**src/rtl/core/bsc_pkg.sv**
```systemverilog
// Shared types, constants and helpers for the BlaBla stream cipher unit.
// No dependencies; every other file in rtl/core refers to this package by scope.
package bsc_pkg;

	// Round schedule: each double round is four half quarter-round phases
	localparam int DOUBLE_ROUNDS = 10;
	localparam int ROUND_CYCLES  = 4 * DOUBLE_ROUNDS;
	localparam int RND_W         = $clog2(ROUND_CYCLES);

	// Configuration register map
	localparam int NUM_REGS  = 6;
	localparam int CFG_IDX_W = 3;
	localparam logic [CFG_IDX_W-1:0] REG_KEY_0   = 3'd0;
	localparam logic [CFG_IDX_W-1:0] REG_KEY_1   = 3'd1;
	localparam logic [CFG_IDX_W-1:0] REG_KEY_2   = 3'd2;
	localparam logic [CFG_IDX_W-1:0] REG_KEY_3   = 3'd3;
	localparam logic [CFG_IDX_W-1:0] REG_NONCE_0 = 3'd4;
	localparam logic [CFG_IDX_W-1:0] REG_NONCE_1 = 3'd5;

	// Byte counts and the last word position in a block
	localparam logic [3:0] BYTES_MIN  = 4'd1;
	localparam logic [3:0] BYTES_FULL = 4'd8;
	localparam logic [3:0] POS_LAST   = 4'd15;

	typedef logic [63:0] word_t;
	typedef logic [15:0][63:0] blk_t;

	// Fixed state words: 0-3 go to state words 0-3, 4-8 to state words 8-12
	localparam word_t FIXED_WORDS [9] = '{
		64'h6170786593810fab, 64'h3320646ec7398aee,
		64'h79622d3217318274, 64'h6b206574babadada,
		64'h2ae36e593e46ad5f, 64'hb68f143029225fc9,
		64'h8da1e08468303aa6, 64'ha48a209acd50a4a7,
		64'h7fdc12f23f90778c
	};

	// Quarter-round word selection a | b<<4 | c<<8 | d<<12; columns then diagonals
	localparam logic [15:0] QR_SEL [8] = '{
		16'hC840, 16'hD951, 16'hEA62, 16'hFB73,
		16'hFA50, 16'hCB61, 16'hD872, 16'hE943
	};

	// Rotate-right amounts, one per byte: 32, 24, 16, 63
	localparam logic [31:0] ROUND_STEPS = 32'h3F101820;

	typedef enum logic [1:0] {
		ST_IDLE,
		ST_ROUND,
		ST_FEED,
		ST_EMIT
	} state_t;

	// Controller to datapath commands
	typedef struct packed {
		logic       load_item;
		logic       init_state;
		logic       do_round;
		logic [1:0] phase;      // [1] diagonal, [0] second half
		logic       feed_fwd;
		logic       emit;
	} cmd_t;

	// Datapath to controller status
	typedef struct packed {
		logic cfg_hit;
		logic block_done;
	} status_t;

	function automatic word_t rotr64(input word_t v, input logic [5:0] n);
		logic [127:0] t;
		t = {v, v} >> n;
		return t[63:0];
	endfunction

endpackage

```
**src/rtl/core/bsc_ctrl.sv**
```systemverilog
// Controller: sequences block generation and result hand-off, owns the
// block-ready flag and output valid. Depends on bsc_pkg.
module bsc_ctrl (
	input  logic              clk,
	input  logic              arst_n,
	input  logic              in_valid,
	output logic              in_ready,
	output logic              out_valid,
	input  logic              out_ready,
	input  bsc_pkg::status_t  status,
	output bsc_pkg::cmd_t     cmd
);

	bsc_pkg::state_t            state_q;
	bsc_pkg::state_t            state_nxt;
	logic [bsc_pkg::RND_W-1:0]  round_q;
	logic                       block_ready_q;
	logic                       out_valid_q;
	logic                       out_free;

	assign out_free  = !out_valid_q || out_ready;
	assign out_valid = out_valid_q;

	// Next state and commands
	always_comb begin
		state_nxt      = state_q;
		cmd            = '0;
		cmd.phase      = round_q[1:0];
		in_ready       = 1'b0;
		unique case (state_q)
			bsc_pkg::ST_IDLE: begin
				in_ready = 1'b1;
				if (in_valid) begin
					cmd.load_item = 1'b1;
					if (block_ready_q) begin
						state_nxt = bsc_pkg::ST_EMIT;
					end else begin
						cmd.init_state = 1'b1;
						state_nxt      = bsc_pkg::ST_ROUND;
					end
				end
			end
			bsc_pkg::ST_ROUND: begin
				cmd.do_round = 1'b1;
				if (round_q == bsc_pkg::RND_W'(bsc_pkg::ROUND_CYCLES - 1)) begin
					state_nxt = bsc_pkg::ST_FEED;
				end
			end
			bsc_pkg::ST_FEED: begin
				cmd.feed_fwd = 1'b1;
				state_nxt    = bsc_pkg::ST_EMIT;
			end
			bsc_pkg::ST_EMIT: begin
				if (out_free) begin
					cmd.emit  = 1'b1;
					state_nxt = bsc_pkg::ST_IDLE;
				end
			end
			default: begin
				state_nxt = bsc_pkg::ST_IDLE;
			end
		endcase
	end

	// State register
	always_ff @(posedge clk or negedge arst_n) begin
		if (!arst_n) begin
			state_q <= bsc_pkg::ST_IDLE;
		end else begin
			state_q <= state_nxt;
		end
	end

	// Round counter: clear on block start, advance each round cycle
	always_ff @(posedge clk or negedge arst_n) begin
		if (!arst_n) begin
			round_q <= '0;
		end else if (cmd.init_state) begin
			round_q <= '0;
		end else if (cmd.do_round) begin
			round_q <= round_q + 1'b1;
		end
	end

	// Block-ready flag: set after feed-forward, drop on exhaustion, last or config write
	always_ff @(posedge clk or negedge arst_n) begin
		if (!arst_n) begin
			block_ready_q <= 1'b0;
		end else if (status.cfg_hit) begin
			block_ready_q <= 1'b0;
		end else if (cmd.feed_fwd) begin
			block_ready_q <= 1'b1;
		end else if (cmd.emit && status.block_done) begin
			block_ready_q <= 1'b0;
		end
	end

	// Output valid: set on emit, clear when the beat is taken
	always_ff @(posedge clk or negedge arst_n) begin
		if (!arst_n) begin
			out_valid_q <= 1'b0;
		end else if (cmd.emit) begin
			out_valid_q <= 1'b1;
		end else if (out_ready) begin
			out_valid_q <= 1'b0;
		end
	end

endmodule

```
**config.mk**
```make
export PLATFORM = sky130hd
export DESIGN_NAME = bsc_ctrl
export DESIGN_NICKNAME = d
export VERILOG_FILES = /design/src/rtl/core/bsc_pkg.sv /design/src/rtl/core/bsc_ctrl.sv
export SDC_FILE = /design/constraint.sdc
export NUM_CORES = 1
export LEC_CHECK = 0
export BUFFER_PORTS_ARGS = -buffer_cell sky130_fd_sc_hd__buf_2
export CORE_UTILIZATION = 45
export DETAILED_ROUTE_END_ITERATION = 6
export GPL_TIMING_DRIVEN = 0
export PLACE_DENSITY_LB_ADDON = 0.3
export RECOVER_POWER = 25
export SLEW_MARGIN = 20
export SYNTH_ARGS = -nofsm -noshare
export SYNTH_HDL_FRONTEND = slang
export SYNTH_SLANG_ARGS = --single-unit
```
**constraint.sdc**
```tcl
create_clock -name clk -period 1.6 [get_ports clk]
set_input_delay 0.16 -clock clk [delete_from_list [all_inputs] [get_ports clk]]
set_output_delay 0.16 -clock clk [all_outputs]
set_load 0.1 [all_outputs]
```
# Word-level counts from Yosys, hierarchy flattened
# Cells that the tools add are included.
dict set report totals {
  regBits 10
  in_bits 6
  output_inout_bits 9
}
dict set report op_classes {
  addsub 1
  eq_ne 7
  n_mux 20
  reduce_logical 8
}
# op count
set op_table {}
lappend op_table {{$mux W2} 6}
lappend op_table {{$mux W6} 2}
lappend op_table {{$mux W1} 11}
lappend op_table {{$pmux W2 S4} 1}
lappend op_table {{$add A6 B1 Y6 const B} 1}
lappend op_table {{$eq A6 B6 Y1 const B} 1}
lappend op_table {{$ne A2 B2 Y1 const B} 3}
lappend op_table {{$eq A2 B2 Y1 const B} 2}
lappend op_table {{$reduce_bool A2 Y1} 2}
lappend op_table {{$reduce_and A3 Y1} 1}
lappend op_table {{$reduce_bool A3 Y1} 1}
lappend op_table {{$eq A2 B1 Y1 const B} 1}
lappend op_table {{$logic_not A2 Y1} 1}
lappend op_table {{$logic_and A1 B1 Y1} 1}
lappend op_table {{$logic_not A1 Y1} 1}
lappend op_table {{$logic_or A1 B1 Y1} 1}

# Longest topological paths before layout
dict set report depth {
  word_depth 8
  depth_mapped 6
  depth_no_buf 5
}

# Least setup slack after synthesis
# Ideal clock, no wire load.
dict set report synth_path {
  path_kind {flip-flop to flip-flop}
  from {register state_q[0]}
  to {register round_q[0] in the netlist's numbering}
  arrival_ns 3.472
  required_time_ns 1.425
  setup_slack_ns -2.047
  path_stages_with_launch 7
  n_path_buf 1
  path_cell_list {dfrtp_1 -> inv_1 -> ha_1 -> and2_1 -> nor2b_1 -> clkbuf_1 -> nor2_1}
}
# element line_no
set synth_rtl {}
lappend synth_rtl {{from (decl)} bsc_ctrl.sv:14} ;# bsc_pkg::state_t state_q;
lappend synth_rtl {{from (signal assigned)} bsc_ctrl.sv:68} ;# state_q <= bsc_pkg::ST_IDLE;
lappend synth_rtl {{from (signal assigned)} bsc_ctrl.sv:70} ;# state_q <= state_nxt;
lappend synth_rtl {{to (signal assigned)} bsc_ctrl.sv:81} ;# round_q <= round_q + 1'b1;
lappend synth_rtl {{to (decl)} bsc_ctrl.sv:16} ;# logic [bsc_pkg::RND_W-1:0] round_q;

==> impl_metrics.json <==
{
  "status": "finished, violations left",
  "violations": "setup timing",
  "period_minus_slack_ns": 1.62,
  "die-width_um": 38.2,
  "gp_congestion": 0.715,
  "worstMarginPinSlew_ns": 0.562,
  "skew_ns": 0.000354,
  "synth_seq_cells": 10,
  "cp-start-kind": "register",
  "ys_seq_area_frac": 0.424,
  "overflow": 0,
  "worst_setup_path_end_kind": "primary output",
  "tns_ns": -0.0192,
  "final_cell_mix": "11 x buf_4, 9 x dfrtp_1, 9 x buf_2",
  "timing_worst_setup_path_type": "register to primary output",
  "clk_pin_slew_ns": 0.06,
  "slew_violations": 0,
  "fin_crit_sh": 1.01,
  "drt_iter0_drc": 3,
  "fin_ws_ns": -0.0192,
  "fillers": 82,
  "hpwl_um": 866,
  "cts_made_buffers": 3,
  "final-hold-violation-count": 0,
  "synth_area_per_cell_um2": 10.5,
  "grt_pass1_wl_um": 2010,
  "antenna_found_initial": 0,
  "synth_area_um2": 591,
  "syn_inst": 56,
  "post_drt_wl_per_cell_um": 13.1,
  "grt_pass1_vias": 470,
  "boundaryPins": 15,
  "clk_path_buf_depth": 2,
  "vias": 482,
  "rows": 12,
  "areaGrowthSynthToFinish_pct": 45.6,
  "max_freq_ghz": 0.618,
  "io_buffers": 14,
  "syn_nets": 68,
  "maxCapViolCount": 0,
  "relSlewSlack": 0.625,
  "rsz0062_at_grt": "true",
  "final_common_cell": "buf_4",
  "grt_max_degree": 11,
  "crit_path_max_fanout": 3,
  "wl_um": 1260,
  "die_h_um": 38.2,
  "diodes": 0,
  "synth_warnings": 0,
  "cts_max_level": 1,
  "die_area_mm2": 0.00146,
  "start_util": 0.511,
  "holdCritPathClass": "input pin to register",
  "drtPass1Iterations": 2,
  "drive_gt1_frac": 0.488,
  "viasPerCell": 5.02,
  "final_nets": 95,
  "fin_hold_ws_ns": 0.0525,
  "clk_latency_ns": 0.26,
  "synth_cell_types": 23,
  "critPathRequiredTime_ns": 1.44,
  "grt.total_usage": 0.210,
  "cts_tree": "built",
  "core_mm2": 0.00116,
  "cp.arrival_ns": 1.46,
  "clkSinkCount": 10,
  "setup_viol": 1,
  "postRouteAntennaNets": 0,
  "drc_errors": 0,
  "cts_root_buffer": "clkbuf_4"
}
registers in the layout, summed over array words and instances, names as in the netlist:
| register | count |
|---|---|
| block_ready_q | 1 |
| out_valid | 1 |
| round_q | 6 |
| state_q | 2 |
worst paths after layout:
path                       startpoint       endpoint  slack, ns  cells past startpoint
setup / recovery           state_q[0]         cmd[6]      -0.02                      4
hold reg to reg            round_q[5]     round_q[5]       0.58                      2
min in group asynchronous      arst_n     round_q[2]       0.39                      2
hold / removal              status[1]  block_ready_q       0.05                      2
max in group asynchronous      arst_n      out_valid       0.81                      2
setup reg to reg           state_q[0]     round_q[5]       0.03                      7
stage by stage:
step	instances	utilization	instance area, um^2	worst slack [ns]
after detailed placement	84	0.641	741	-0.124
after global placement	84	0.641	741	-0.0771
after floorplan	56	-	653	-0.252
after CTS	94	0.737	852	-0.0656
final	96	0.744	860	-0.0192
after global routing	96	0.744	860	-0.102
cell type report:
class,count,area (um^2),share of cell area
flip-flops and latches,10,251,0.293
multi-input cells,38,340,0.396
repair buffers,23,173,0.201
clock buffers,4,36.3,0.0422
plain buffers,3,26.3,0.0306
well taps,14,17.5,0.0204
inverters,4,15.0,0.0175
worst max-delay path, cell delays in order (launching register included):
cell and delay (ns):
dfrtp_1 0.42, inv_2 0.09, ha_4 0.13, and2_4 0.13, buf_2 0.41
kinds of logic after synthesis:
| logic type | share of synthesized area |
|---|---|
| xor+xnor | 0.0593 |
| mux | 0.0678 |
| compound gates | 0.0593 |
| flops | 0.424 |
| simple gates | 0.186 |
| fa+ha+maj | 0.127 |
| buf+inv | 0.0762 |
what timing repair did:
action / in CTS / in global routing
gates resized for setup: 7 / 3
setup buffers: 5 / 3
endpoints found under the setup margin: 4 / 5
hold endpoints to repair: 10 / 0
pin swaps: 0 / 2
hold buffers: 1 / 0
synthesized netlist by cell type (all sizes together):
master / instances / area (um^2)
dfrtp: 10 / 250
nor2: 7 / 26.3
ha: 6 / 75.1
inv: 4 / 15.0
mux2i: 4 / 40.0
buf: 3 / 26.3
nand2: 3 / 11.3
xor2: 3 / 26.3
a21oi: 2 / 10.0
and2: 2 / 12.5
nand4: 2 / 27.5
o21ai: 2 / 10.0
clkbuf: 1 / 3.75
nand2b: 1 / 6.26
nand3: 1 / 5.00
nand4b: 1 / 8.76
nor2b: 1 / 6.26
o221ai: 1 / 15.0
or3: 1 / 6.26
xnor2: 1 / 8.76
layer usage:
| metal | vias to the layer above | wire [um] | global-route usage |
|---|---|---|---|
| met2 | 10 | 669 | 0.390 |
| met1 | 232 | 542 | 0.223 |
| li1 | 238 | - | - |
| met5 | - | 0 | 0 |
| met4 | 0 | 7 | 0.0536 |
| met3 | 2 | 41 | 0.0698 |
Power is left out: the tool's default activity adds up to more than one toggle a clock period on the data nets, which glitch-free logic cannot reach.
